[src/rtl/core/icmp_pkg.sv]
// ----------------------------------------------------------------------------
// icmp_pkg
// Shared types, codes and helpers of the inline color markup parser.
// ----------------------------------------------------------------------------
package icmp_pkg;

  localparam logic [7:0]  CHAR_HASH  = 8'h23;
  localparam logic [7:0]  CHAR_BAR   = 8'h7C;
  localparam logic [23:0] DFLT_COLOR = 24'hFFFFFF;

  // scan modes of the markup tracker
  localparam logic [1:0] MODE_IDLE  = 2'd0;
  localparam logic [1:0] MODE_HASH  = 2'd1;
  localparam logic [1:0] MODE_BAR   = 2'd2;
  localparam logic [1:0] MODE_COLOR = 2'd3;

  localparam int HELD_DEPTH = 5;
  localparam int SEQ_DEPTH  = HELD_DEPTH + 1;

  typedef struct packed {
    logic [7:0] in_char;
    logic       in_last;
  } in_item_t;

  typedef struct packed {
    logic [7:0] out_char;
    logic [7:0] red;
    logic [7:0] green;
    logic [7:0] blue;
    logic       char_valid;
    logic       out_last;
  } out_item_t;

  typedef enum logic [2:0] {
    OP_NONE,
    OP_FEED_IN,
    OP_FEED_HELD,
    OP_HEAD,
    OP_WALK,
    OP_FIN
  } op_e;

  typedef struct packed {
    op_e op;
  } ctrl_cmd_t;

  typedef struct packed {
    logic out_free;   // output register can take a result this cycle
    logic feed_done;  // incoming byte consumed without a re-feed
    logic item_last;  // incoming request closes the message
    logic held_last;  // re-fed byte closes the message
    logic head_walk;  // held '#|' sequence must be rescanned
    logic walk_done;  // rescan ends with this step
  } dp_sts_t;

  // hex digit value, anything else reads as zero
  function automatic logic [3:0] hex_nibble(input logic [7:0] c);
    logic [3:0] v;
    v = 4'd0;
    if (c >= 8'h30 && c <= 8'h39) begin
      v = c[3:0];
    end else if ((c >= 8'h61 && c <= 8'h66) || (c >= 8'h41 && c <= 8'h46)) begin
      v = c[3:0] + 4'd9;
    end
    return v;
  endfunction

endpackage

[src/rtl/core/inline_color_markup_parser_unit.sv]
// ----------------------------------------------------------------------------
// inline_color_markup_parser_unit
// Strips '#|RRGGBB' and '|#' color markup from a byte stream and tags each
// visible character with its current color.
// ----------------------------------------------------------------------------
//  channel | handshake              | payload
//  --------+------------------------+------------------------------------
//  in      | in_valid_i/in_ready_o  | in_item_i   (in_char, in_last)
//  out     | out_valid_o/out_ready_i| out_item_o  (char, rgb, flags)
//  cfg     | cfg_we_i               | cfg_wdata_i (default_color)
//
// Ordinary byte: taken straight from the port into the output register.
// A byte following a '#' or '|' that starts no markup is re-fed once.
// Last byte of a message: followed by a flush head step and a final result step,
// with up to 6 rescan steps between them when the message ends inside '#|'.
// Reset clears all control state; default color comes up as white.
// Every step waits while the output register holds an unaccepted request.
// ----------------------------------------------------------------------------
module inline_color_markup_parser_unit (
  input  logic                clk_i,
  input  logic                rst_ni,
  input  logic                in_valid_i,
  output logic                in_ready_o,
  input  icmp_pkg::in_item_t  in_item_i,
  output logic                out_valid_o,
  input  logic                out_ready_i,
  output icmp_pkg::out_item_t out_item_o,
  input  logic                cfg_we_i,
  input  logic [23:0]         cfg_wdata_i
);
  import icmp_pkg::*;

  ctrl_cmd_t cmd;
  dp_sts_t   sts;

  icmp_ctrl u_ctrl (
    .clk_i      (clk_i),
    .rst_ni     (rst_ni),
    .in_valid_i (in_valid_i),
    .in_ready_o (in_ready_o),
    .sts_i      (sts),
    .cmd_o      (cmd)
  );

  icmp_datapath u_dp (
    .clk_i       (clk_i),
    .rst_ni      (rst_ni),
    .in_item_i   (in_item_i),
    .cfg_we_i    (cfg_we_i),
    .cfg_wdata_i (cfg_wdata_i),
    .cmd_i       (cmd),
    .sts_o       (sts),
    .out_valid_o (out_valid_o),
    .out_ready_i (out_ready_i),
    .out_item_o  (out_item_o)
  );

endmodule

[src/rtl/core/icmp_ctrl.sv]
// ----------------------------------------------------------------------------
// icmp_ctrl
// Sequencer: feeds each byte, re-feeds a byte after a broken markup start,
// then runs the end-of-message flush and the final result.
// ----------------------------------------------------------------------------
module icmp_ctrl (
  input  logic                clk_i,
  input  logic                rst_ni,
  input  logic                in_valid_i,
  output logic                in_ready_o,
  input  icmp_pkg::dp_sts_t   sts_i,
  output icmp_pkg::ctrl_cmd_t cmd_o
);
  import icmp_pkg::*;

  localparam logic [2:0] ST_IDLE   = 3'd0;
  localparam logic [2:0] ST_REFEED = 3'd1;
  localparam logic [2:0] ST_HEAD   = 3'd2;
  localparam logic [2:0] ST_WALK   = 3'd3;
  localparam logic [2:0] ST_FIN    = 3'd4;

  logic [2:0] state_q, state_d;

  always_comb begin
    state_d    = state_q;
    cmd_o.op   = OP_NONE;
    in_ready_o = 1'b0;
    unique case (state_q)
      ST_IDLE: begin
        in_ready_o = sts_i.out_free;
        if (in_valid_i && sts_i.out_free) begin
          cmd_o.op = OP_FEED_IN;
          if (!sts_i.feed_done) begin
            state_d = ST_REFEED;
          end else if (sts_i.item_last) begin
            state_d = ST_HEAD;
          end
        end
      end
      ST_REFEED: begin
        if (sts_i.out_free) begin
          cmd_o.op = OP_FEED_HELD;
          state_d  = sts_i.held_last ? ST_HEAD : ST_IDLE;
        end
      end
      ST_HEAD: begin
        if (sts_i.out_free) begin
          cmd_o.op = OP_HEAD;
          state_d  = sts_i.head_walk ? ST_WALK : ST_FIN;
        end
      end
      ST_WALK: begin
        if (sts_i.out_free) begin
          cmd_o.op = OP_WALK;
          if (sts_i.walk_done) begin
            state_d = ST_FIN;
          end
        end
      end
      ST_FIN: begin
        if (sts_i.out_free) begin
          cmd_o.op = OP_FIN;
          state_d  = ST_IDLE;
        end
      end
      default: begin
        state_d = ST_IDLE;
      end
    endcase
  end

  always_ff @(posedge clk_i or negedge rst_ni) begin
    if (!rst_ni) begin
      state_q <= ST_IDLE;
    end else begin
      state_q <= state_d;
    end
  end

endmodule

[src/rtl/core/icmp_datapath.sv]
// ----------------------------------------------------------------------------
// icmp_datapath
// Markup tracker, held digits, flush rescan buffer, last-result holding
// register and output register.
// ----------------------------------------------------------------------------
module icmp_datapath (
  input  logic                clk_i,
  input  logic                rst_ni,
  input  icmp_pkg::in_item_t  in_item_i,
  input  logic                cfg_we_i,
  input  logic [23:0]         cfg_wdata_i,
  input  icmp_pkg::ctrl_cmd_t cmd_i,
  output icmp_pkg::dp_sts_t   sts_o,
  output logic                out_valid_o,
  input  logic                out_ready_i,
  output icmp_pkg::out_item_t out_item_o
);
  import icmp_pkg::*;

  logic [23:0] dflt_q, cur_q, cur_d;
  logic [1:0]  mode_q, mode_d;
  logic [2:0]  digits_q, digits_d;
  logic        in_msg_q, in_msg_d;
  logic [7:0]  held_q [HELD_DEPTH];
  logic        held_we;
  logic [7:0]  byte_q;
  logic        last_q;
  logic [7:0]  seq_q [SEQ_DEPTH];
  logic [7:0]  seq_d [SEQ_DEPTH];
  logic        seq_we;
  logic [2:0]  seq_len_q, seq_len_d;
  logic        hold_valid_q, hold_valid_d;
  logic [31:0] hold_q, hold_d;  // char and color of the newest last-message result
  logic        out_valid_q, out_valid_d;
  out_item_t   out_q, out_d;

  logic        feed_op, step_in, emit, route_hold, pair;
  logic [7:0]  src, emit_char;
  logic [23:0] color_now;

  assign step_in    = (cmd_i.op == OP_FEED_IN);
  assign feed_op    = step_in || (cmd_i.op == OP_FEED_HELD);
  assign src        = step_in ? in_item_i.in_char : byte_q;
  assign color_now  = (step_in && !in_msg_q) ? dflt_q : cur_q;
  assign route_hold = step_in ? in_item_i.in_last : last_q;
  assign pair       = (seq_q[0] == CHAR_BAR) && (seq_len_q >= 3'd2) && (seq_q[1] == CHAR_HASH);

  // status comes from registers and the input port only, never from the command
  assign sts_o.out_free  = !out_valid_q || out_ready_i;
  assign sts_o.feed_done = !((mode_q == MODE_HASH && in_item_i.in_char != CHAR_BAR) ||
                             (mode_q == MODE_BAR && in_item_i.in_char != CHAR_HASH));
  assign sts_o.item_last = in_item_i.in_last;
  assign sts_o.held_last = last_q;
  assign sts_o.head_walk = (mode_q == MODE_COLOR);
  assign sts_o.walk_done = pair ? (seq_len_q == 3'd2) : (seq_len_q == 3'd1);

  always_comb begin
    cur_d        = color_now;
    mode_d       = mode_q;
    digits_d     = digits_q;
    in_msg_d     = in_msg_q;
    held_we      = 1'b0;
    seq_we       = 1'b0;
    seq_d        = seq_q;
    seq_len_d    = seq_len_q;
    emit         = 1'b0;
    emit_char    = src;
    hold_valid_d = hold_valid_q;
    hold_d       = hold_q;
    out_valid_d  = out_valid_q && !out_ready_i;
    out_d        = out_q;

    unique case (cmd_i.op)
      OP_FEED_IN, OP_FEED_HELD: begin
        unique case (mode_q)
          MODE_IDLE: begin
            if (src == CHAR_HASH) begin
              mode_d = MODE_HASH;
            end else if (src == CHAR_BAR) begin
              mode_d = MODE_BAR;
            end else begin
              emit = 1'b1;
            end
          end
          MODE_HASH: begin
            if (src == CHAR_BAR) begin
              mode_d   = MODE_COLOR;
              digits_d = 3'd0;
            end else begin
              emit      = 1'b1;
              emit_char = CHAR_HASH;
              mode_d    = MODE_IDLE;
            end
          end
          MODE_BAR: begin
            mode_d = MODE_IDLE;
            if (src == CHAR_HASH) begin
              cur_d = dflt_q;
            end else begin
              emit      = 1'b1;
              emit_char = CHAR_BAR;
            end
          end
          default: begin
            if (digits_q < 3'(HELD_DEPTH)) begin
              held_we  = 1'b1;
              digits_d = digits_q + 3'd1;
            end else begin
              cur_d    = {hex_nibble(held_q[0]), hex_nibble(held_q[1]),
                          hex_nibble(held_q[2]), hex_nibble(held_q[3]),
                          hex_nibble(held_q[4]), hex_nibble(src)};
              mode_d   = MODE_IDLE;
              digits_d = 3'd0;
            end
          end
        endcase
        if (step_in) begin
          in_msg_d = 1'b1;
        end
      end
      OP_HEAD: begin
        unique case (mode_q)
          MODE_IDLE: ;
          MODE_HASH: begin
            emit      = 1'b1;
            emit_char = CHAR_HASH;
          end
          MODE_BAR: begin
            emit      = 1'b1;
            emit_char = CHAR_BAR;
          end
          default: begin
            emit      = 1'b1;
            emit_char = CHAR_HASH;
            seq_we    = 1'b1;
            seq_d[0]  = CHAR_BAR;
            for (int k = 0; k < HELD_DEPTH; k++) begin
              seq_d[k+1] = held_q[k];
            end
            seq_len_d = digits_q + 3'd1;
          end
        endcase
        mode_d   = MODE_IDLE;
        digits_d = 3'd0;
      end
      OP_WALK: begin
        seq_we = 1'b1;
        if (pair) begin
          cur_d = dflt_q;
          for (int k = 0; k < SEQ_DEPTH - 2; k++) begin
            seq_d[k] = seq_q[k+2];
          end
          seq_len_d = seq_len_q - 3'd2;
        end else begin
          emit      = 1'b1;
          emit_char = seq_q[0];
          for (int k = 0; k < SEQ_DEPTH - 1; k++) begin
            seq_d[k] = seq_q[k+1];
          end
          seq_len_d = seq_len_q - 3'd1;
        end
      end
      OP_FIN: begin
        out_valid_d = 1'b1;
        if (hold_valid_q) begin
          out_d = {hold_q, 1'b1, 1'b1};
        end else begin
          out_d = '0;
          out_d.out_last = 1'b1;
        end
        hold_valid_d = 1'b0;
        in_msg_d     = 1'b0;
        cur_d        = dflt_q;
      end
      default: ;
    endcase

    if (emit) begin
      if (route_hold) begin
        // last message results wait in the hold register so the final one can be flagged
        if (hold_valid_q) begin
          out_d       = {hold_q, 1'b1, 1'b0};
          out_valid_d = 1'b1;
        end
        hold_d       = {emit_char, color_now};
        hold_valid_d = 1'b1;
      end else begin
        out_d       = {emit_char, color_now, 1'b1, 1'b0};
        out_valid_d = 1'b1;
      end
    end
  end

  always_ff @(posedge clk_i or negedge rst_ni) begin
    if (!rst_ni) begin
      dflt_q       <= DFLT_COLOR;
      cur_q        <= DFLT_COLOR;
      mode_q       <= MODE_IDLE;
      digits_q     <= 3'd0;
      in_msg_q     <= 1'b0;
      seq_len_q    <= 3'd0;
      hold_valid_q <= 1'b0;
      out_valid_q  <= 1'b0;
    end else begin
      if (cfg_we_i) begin
        dflt_q <= cfg_wdata_i;
      end
      cur_q        <= cur_d;
      mode_q       <= mode_d;
      digits_q     <= digits_d;
      in_msg_q     <= in_msg_d;
      seq_len_q    <= seq_len_d;
      hold_valid_q <= hold_valid_d;
      out_valid_q  <= out_valid_d;
    end
  end

  always_ff @(posedge clk_i) begin
    if (held_we && feed_op) begin
      held_q[digits_q] <= src;
    end
    if (seq_we) begin
      seq_q <= seq_d;
    end
    if (step_in) begin
      byte_q <= in_item_i.in_char;
      last_q <= in_item_i.in_last;
    end
    hold_q <= hold_d;
    out_q  <= out_d;
  end

  assign out_valid_o = out_valid_q;
  assign out_item_o  = out_q;

endmodule

[config.mk]
export PLATFORM = sky130hd
export DESIGN_NAME = inline_color_markup_parser_unit
export DESIGN_NICKNAME = d
export VERILOG_FILES = /design/src/rtl/core/icmp_pkg.sv /design/src/rtl/core/inline_color_markup_parser_unit.sv /design/src/rtl/core/icmp_ctrl.sv /design/src/rtl/core/icmp_datapath.sv
export SDC_FILE = /design/constraint.sdc
export NUM_CORES = 1
export LEC_CHECK = 0
export ABC_AREA = 1
export BUFFER_PORTS_ARGS = -buffer_cell sky130_fd_sc_hd__buf_4
export CORE_AREA = 2 2 146 219
export DETAILED_ROUTE_END_ITERATION = 8
export DIE_AREA = 0 0 148 221
export GPL_ROUTABILITY_DRIVEN = 0
export SYNTH_ARGS = -nofsm -noshare
export SYNTH_HDL_FRONTEND = slang
export SYNTH_SLANG_ARGS = --single-unit
[constraint.sdc]
create_clock -name clk_i -period 6.57 [get_ports clk_i]
set_input_delay 1.314 -clock clk_i [delete_from_list [all_inputs] [get_ports clk_i]]
set_output_delay 1.314 -clock clk_i [all_outputs]
set_load 0.005 [all_outputs]
==> metrics.md, run 1 <==
| Metric | Value |
|---|---|
| Cell repeated most along the worst path | nand2_1 |
| XOR/XNOR Fraction of Synth Area | under 10% |
| Delay-heaviest family, CP | simple AND/OR/NAND/NOR gates |
| ANT nets after route | 0 |
| Leakage | between 0.006 and 0.007 µW |
| Clk pwr share | between 20% and 30% |
| Compound-Gate Fraction of Synth Area | between 15 and 20% |
| Initial antenna violation count | 0 |
| Yosys warnings | 0 |
| Gr ovfl total | 0 |
| Largest net degree at the start of global routing | 63 |
| Worst EP arrival | roughly 4.7 ns |
| Synthesized area | 0.0122 mm² |
| RSZ-0062 raised after global routing | false |
| Cts-stage hold buffer count | 0 |
| MaxCap Viol Count | 0 |
| FMAX | ~0.22 GHz |
| Endpoints failing hold | 0 |
| Num CTS Buffers | 23 |
| CTS root buf | clkbuf_16 |
| Crit Path Max Fanout | 36 |
| Asr flop ratio synth | between 20% and 30% |
| Area after DPL | 0.0131 mm² |
| Int Pwr | roughly 3500 µW |
| Status | finished, final reports clean |
| Type of origin of the critical path | input pin |
| Input/output buffers | 73 |
| Vias per inst | a little over 5 |
| Largest family of logic cells by synthesized area | simple AND/OR/NAND/NOR gates |
| Post-route DRC | 0 |
| Die Wd | 148 µm |
| # rows | 79 |
| Worst Setup End Kind | flip-flop |
| Layout Cells excl Fill | slightly below 2k |
| Clk slew on worst S/H paths | 0.07 ns |
| Number of synthesized register bits | 225 |
| CTS tree | done |
| Detailed Place HPWL | 24.0 mm |
| Initial Util | between 30% and 40% |
| Switch Pwr | 2350 µW |
| Post-synth EDFFs | 120 |
| Period Utilization, post-route | around two thirds |
| Type of the worst setup path | input pin to flip-flop |
| First-pass GRT wire length | roughly 52 mm |
| Inst Count DP | approximately 1.9k |
| Vias in the first global route | between 9k and 10k |
| Syn avg cell area | just over 8 µm² |
| Post-Syn Nets | 1,562 |
| H-tree depth | 1 |
| Cell breakdown of the critical path | buf_4 -> inv_1 -> a21oi_4 -> nand2_2 -> inv_2 -> nand2_1 -> o21ai_1 -> inv_1 -> ha_1 -> nand2_1 -> nor2_1 -> nand2_1 -> nand2_1 -> nand3_1 -> nand2_2 -> nand2_4 -> nand2_1 -> inv_1 -> buf_4 |
| Worst Skew | around 0.015 ns |
| Max_slew headroom | 20.8% |
| Full die area | roughly 0.033 mm² |
| Endpoints failing setup | 0 |
| Layout overhead on the synthesized area | 13.6% |
| # IOs | between 70 and 80 |
| Max Buffers Root-to-Sink | 3 |
| Req. time, crit path | between 6 and 7 ns |
| Post_cts resized | 0 |
| Post-Synth Adder-Cell Area | 3.29% |
| Predominant post-synthesis flop cell | edfxtp_1 |
| Tightest Pin Transition | between 1 and 1.5 ns |
| Slowest-stage cell, CP | buf_4 |
| Max incr delay on CP | 0.37 ns |
| Postcts setup bufs | 0 |
| WL/cell | roughly 17 µm |
| Reg power frac | 36.8% |
| Initial DRC count | ~750 |
| Share of cells above drive strength 1 | between 10% and 20% |
| Slew Viols, Final | 0 |
| Core area | just over 0.03 mm² |
| Cells after Synth | roughly 1.5k |
| Chip height | around 220 µm |
| WP buf/inv | 6 |
| GR Util All Layers | between 15 and 20% |
| Via count | approximately 10k |
| Sequential area share after synthesis | roughly half |
| Wirelength, routed | 32.8 mm |
| Synth Area in Simple Gates | around a fifth |
| Worst skew pair latency | 0.54 ns |
| Mux share of post-synthesis cell area | less than 1% |
| Antenna cell count | 0 |
| Design area | ~0.014 mm² |
| Power per Cell Area | between 400 and 500 mW/mm² |
| Hold Crit Class | flip-flop to flip-flop |
| Min Hold Slack | ~0.47 ns |
| Total negative slack | 0 ns |
| Switching Fraction | between 40% and 50% |
| Combinational Power Share | ~40% |
| TritonCTS Sinks | 225 |
| Synth cell types | 48 |
| Minimum clock period | 4.46 ns |
| Nets | roughly 1.6k |
| Max IR drop VDD | 205 µV |
| Initial DRT Pass Iterations | 5 |
-- logic make-up (layout without fill, tap and decap cells) --
group	count (synthesis)	in the layout
and+or+nand+nor	642	642
AOI/OAI and AO/OA	327	327
buffers and inverters	248	318
DFF	225	225
adders and majority gates	32	32
xor gates and xnor gates	17	17
muxes	1	1
-- Yosys cell counts, types with 13 or more instances --
cell | number | share of area (%)
o211ai_1 | 20 | 1.2
nand2_1 | 466 | 14
ha_1 | 32 | 3.3
a21oi_1 | 29 | 1.2
a21boi_0 | 25 | 1.5
dfrtp_1 | 14 | 2.9
nand3_1 | 60 | 2.5
o22ai_1 | 18 | 0.92
o21ai_0 | 147 | 6.0
clkbuf_1 | 45 | 1.4
nor2_1 | 69 | 2.1
o21ai_1 | 26 | 1.1
dfstp_2 | 48 | 10
o31ai_1 | 14 | 0.86
o221ai_1 | 23 | 1.7
nand4_1 | 15 | 0.77
nor3_1 | 13 | 0.53
xor2_1 | 13 | 0.93
dfxtp_1 | 43 | 7.1
edfxtp_1 | 120 | 30
inv_1 | 176 | 5.4
-- state kept, by name, summed over array words and instances (netlist names), 8 cells and up --
register         count
u_dp.out_item_o     34
u_dp.held_q         40
u_dp.byte_q          8
u_dp.seq_q          48
u_dp.cur_q          24
u_dp.hold_q         32
u_dp.dflt_q         24
-- cells in the final DEF, fill, tap and decap left out, types with 14 or more instances in the layout --
cell	n
o31ai_1	14
o211ai_1	20
o21ai_0	146
dfxtp_1	43
o21ai_1	26
a21boi_0	25
nor2_1	69
nand2_1	466
ha_1	32
o22ai_1	18
o221ai_1	23
nand3_1	60
dfstp_2	48
inv_1	175
nand4_1	15
clkbuf_16	23
dfrtp_1	14
a21oi_1	29
edfxtp_1	120
buf_4	90
-- worst paths after layout --
| kind | depth (start not counted) | end | start | slack (ns) |
|---|---|---|---|---|
| setup / recovery | 19 | u_dp.hold_q[12] | in_valid_i | 2.11 |
| hold / removal | 1 | u_dp.out_item_o[0] | u_dp.out_item_o[0] | 0.47 |
| setup reg to reg | 19 | u_dp.hold_q[12] | u_ctrl.state_q[0] | 2.23 |
| hold reg to reg | 1 | u_dp.out_item_o[0] | u_dp.out_item_o[0] | 0.47 |
| max in group asynchronous | 1 | u_dp.digits_q[2] | rst_ni | 5.12 |
| min in group asynchronous | 1 | u_dp.seq_len_q[2] | rst_ni | 0.85 |
-- power groups by stage --
stage | Clock, µW | Combinational [µW] | Sequential, µW
finish | 1300 | 2410 | 2160
floorplan | 0 | 1700 | 2160
detailed placement | 0 | 2410 | 2190
global route | 1380 | 2740 | 2200
global placement | 0 | 2370 | 2180
CTS | 1330 | 2420 | 2160
-- per-layer routing --
metal  track usage (%)  routed length (µm)  vias up
met5                 0                   0        -
met4              9.16                1500        0
met3              1.98                1260       92
met2              34.5               16300      271
met1              24.8               13700     4788
li1                  -                   -     5075
-- worst register-to-register path, stage by stage, from the launching register on --
cell and delay (ns):
dfrtp_1 0.44, inv_2 0.10, nand2_1 0.08, nor2_2 0.36, nand2_2 0.21, inv_2 0.21
nand2_1 0.07, o21ai_1 0.32, inv_1 0.33, ha_1 0.30, nand2_1 0.07, nor2_1 0.05
nand2_1 0.13, nand2_1 0.13, nand3_1 0.15, nand2_2 0.09, nand2_4 0.32, nand2_1 0.13
inv_1 0.13, buf_4 0.37
-- layout make-up --
class / count / area (µm²)
fillers: 3051 / 17000
flip-flops and latches: 225 / 6080
multi-input cells: 1019 / 5150
inverters: 187 / 703
repair buffers: 90 / 676
clock buffers: 29 / 608
well taps: 405 / 507
clock inverters: 12 / 118
-- stage by stage --
step,power [µW],worst slack (ns),utilization (%)
2_1_floorplan,3850,2.32,-
3_3_place_gp,4550,1.78,42.5
3_5_place_dp,4590,1.63,42.5
4_1_cts,5910,2.15,44.9
5_1_grt,6320,1.72,44.9
6_report,5870,2.11,44.9
Note: power is estimated with default switching activity, not from simulation.
==> inputs of run 2 (changes only) <==
--- a/config.mk
+++ b/config.mk
@@ -5,11 +5,11 @@
 export SDC_FILE = /design/constraint.sdc
 export NUM_CORES = 1
 export LEC_CHECK = 0
-export ABC_AREA = 1
+export ABC_AREA = 0
 export BUFFER_PORTS_ARGS = -buffer_cell sky130_fd_sc_hd__buf_4
-export CORE_AREA = 2 2 146 219
+export CORE_AREA = 2 2 144 216
 export DETAILED_ROUTE_END_ITERATION = 8
-export DIE_AREA = 0 0 148 221
+export DIE_AREA = 0 0 146 218
 export GPL_ROUTABILITY_DRIVEN = 0
 export SYNTH_ARGS = -nofsm -noshare
 export SYNTH_HDL_FRONTEND = slang
==> constraint.sdc (replaced) <==
create_clock -name clk_i -period 3.6 [get_ports clk_i]
set_input_delay 0.72 -clock clk_i [delete_from_list [all_inputs] [get_ports clk_i]]
set_output_delay 0.72 -clock clk_i [all_outputs]
set_load 0.005 [all_outputs]
==> run 2 against run 1 <==
- synthesized area shrank 3.2%
- total power grew 87%
- setup slack lost 1.9 ns
- flip-flop and latch count is the same
- critical path depth shrank 8
- synthesized cell count shrank 27%
- register-to-register slack lost 2.0 ns
- critical endpoint is now u_dp.out_item_o[22]
- global-route usage grew 0.92 points
- clock skew shrank 0.00079 ns
- largest cell class unchanged
- hold slack lost 0.20 ns
==> metrics.md, run 2 <==
| Metric | Value |
|---|---|
| Max_slew headroom | around a third |
| Type of origin of the critical path | flip-flop |
| Yosys top cell area share | 30.6% |
| Post-route DRC | 0 |
| Share of cells above drive strength 1 | approximately a quarter |
| Power per Cell Area | between 700 and 800 mW/mm² |
| Sequential area share after synthesis | 51.5% |
| Chip height | 218 µm |
| RSZ-0062 raised after global routing | false |
| TritonCTS Sinks | 225 |
| Post-Route Utilization | a little under half |
| Asr flop ratio synth | ~28% |
| Req. time, crit path | ~4.1 ns |
| Slowest-stage cell, CP | a211oi_4 |
| Total negative slack | 0 ns |
| Antenna cell count | 0 |
| Vias in the first global route | a little under 9k |
| Hold Crit Class | input pin to async pin |
| Most area-consuming cells after synthesis | edfxtp_1 31%, dfstp_2 11%, dfxtp_1 7.3% |
| H-tree depth | 1 |
| Num CTS Buffers | 23 |
| Via count | 8,978 |
| Post-synth EDFFs | 120 |
| Delay-heaviest family, CP | compound AO/OA/AOI/OAI gates |
| Wirelength, routed | between 30 and 40 mm |
| Worst skew pair latency | 0.54 ns |
| Largest net degree at the start of global routing | 63 |
| Initial Util | between 30% and 40% |
| Tightest Pin Transition | around 1 ns |
| Commonest non-fill, non-tap cell in the layout | buf_4 |
| WP buf/inv | 1 |
| Nets | between 1k and 1.5k |
| Core area | roughly 0.03 mm² |
| Synth cell types | between 90 and 100 |
| Minimum clock period | approximately 3.4 ns |
| Yosys warnings | 0 |
| Worst EP arrival | around 3.8 ns |
| Gr ovfl total | 0 |
| Worst Setup End Kind | flip-flop |
| Syn avg cell area | 10.8 µm² |
| Input/output buffers | between 70 and 80 |
| Vias per inst | 5.59 |
| Cells after Synth | between 1k and 1.5k |
| ANT nets after route | 0 |
| Max IR drop VDD | ~450 µV |
| CTS root buf | clkbuf_16 |
| MaxCap Viol Count | 0 |
| Initial DRT Pass Iterations | 5 |
| Initial DRC count | 551 |
| PnR worst setup slack | 0.242 ns |
| Most instantiated cells after synthesis | 127 x nand2_1, 120 x edfxtp_1, 88 x o21ai_0, 51 x mux2i_1 |
| WL/cell | around 21 µm |
| Worst Skew | between 0.01 and 0.015 ns |
| Predominant post-synthesis flop cell | edfxtp_1 |
| # rows | between 70 and 80 |
| Full die area | between 0.03 and 0.04 mm² |
| Post-Syn Nets | ~1.2k |
| Fill count | around 2.8k |
| Clk slew on worst S/H paths | around 0.060 ns |
| Min Hold Slack | approximately 0.27 ns |
| Layout overhead on the synthesized area | 17.6% |
| Slew Viols, Final | 0 |
| Worst Setup SP | u_ctrl.state_q[2] |
| Synth area leader | edfxtp_1 |
| # IOs | 74 |
| Crit Path Max Fanout | 14 |
| Synthesized area | between 0.01 and 0.015 mm² |
| Count leader, synth | nand2_1 |
| Max incr delay on CP | just under 0.7 ns |
| Initial antenna violation count | 0 |
| R2R Path Start | u_ctrl.state_q[2] |
| Postcts setup bufs | 0 |
| GR Util All Layers | 20.8% |
| Post_cts resized | 0 |
| Cts-stage hold buffer count | 0 |
| First-pass GRT wire length | 52.0 mm |
| Period Utilization, post-route | 93.3% |
| Number of synthesized register bits | 225 |
| FMAX | 0.298 GHz |
| Worst slack, placed | -0.199 ns |
| CTS tree | done |
| Detailed Place HPWL | 24.5 mm |
| Max reg flops | 48 |
| Die Wd | approximately 150 µm |
| Endpoints failing hold | 0 |
| Most frequent cells in the layout | 134 x buf_4, 127 x nand2_1, 120 x edfxtp_1 |
| Endpoints failing setup | 0 |
| Status | finished, final reports clean |
| Largest Register | u_dp.seq_q |
| Cell breakdown of the critical path | or3b_4 -> nor3_4 -> buf_12 -> mux2i_4 -> ha_1 -> nand3_1 -> o21a_1 -> a21oi_2 -> o211ai_2 -> a211oi_4 -> a221o_1 |
| Max Buffers Root-to-Sink | 3 |
| Type of the worst setup path | flip-flop to flip-flop |
| Leakage | roughly 0.0053 µW |
==> run 2: cell count changes after synthesis, moves of 16 or more <==
cell      change
a21boi_0     -24
a221o_1      +19
inv_1       -128
mux2_2       +40
mux2i_1      +51
nand2_1     -339
nand3_1      -16
nor2_1       -22
o21ai_0      -59
o21ai_1      -22
==> run 2: cell type report <==
cell class	instances	area, µm²	area share (%)
repair buffers	137	1070	7.69
flip-flops and latches	225	6080	43.8
well taps	400	500	3.61
multi-input cells	752	5280	38.1
clock inverters	15	164	1.18
clock buffers	27	591	4.26
inverters	50	190	1.37
==> run 2: stage by stage <==
| stage | area [µm²] | power (µW) | instances |
|---|---|---|---|
| final | 13900 | 11000 | 1606 |
| after global routing | 13900 | 11600 | 1606 |
| after CTS | 13900 | 11100 | 1606 |
| after floorplan | 11800 | 6910 | 1090 |
| after global placement | 13100 | 8510 | 1564 |
| after detailed placement | 13100 | 8600 | 1564 |
==> run 2: final timing paths <==
kind	to	slack (ns)	depth (start not counted)
min reg2reg	u_dp.out_item_o[16]	0.47	1
max reg2reg	u_dp.out_item_o[22]	0.24	11
max	u_dp.out_item_o[22]	0.24	11
min in group clk_i	u_dp.dflt_q[20]	0.41	2
min	u_ctrl.state_q[2]	0.27	1
max in group asynchronous	u_dp.digits_q[0]	2.74	1
==> run 2: layer usage <==
metal  share of wire [%]  global-route usage (%)
met1                  41                    25.0
met4                 2.7                    6.76
met5                   0                       0
met3                 3.6                    2.01
met2                  53                    38.9
==> run 2: cells by family (layout without fill, tap and decap cells) <==
group           after synthesis  after routing  share of synthesized area [%]
simple gates                319            319                           13.7
compound gates              290            290                           17.4
flops                       225            225                           51.5
buf+inv                     113            229                           4.23
mux                          95             95                           8.62
fa+ha+maj                    32             32                           3.40
xor+xnor                     16             16                           1.19
==> run 2: power breakdown <==
part / switching (µW) / leakage, µW / internal, µW
combinational: 2680 / 0.00278 / 1890
clock: 1050 / 0.000366 / 1400
sequential: 372 / 0.00212 / 3630
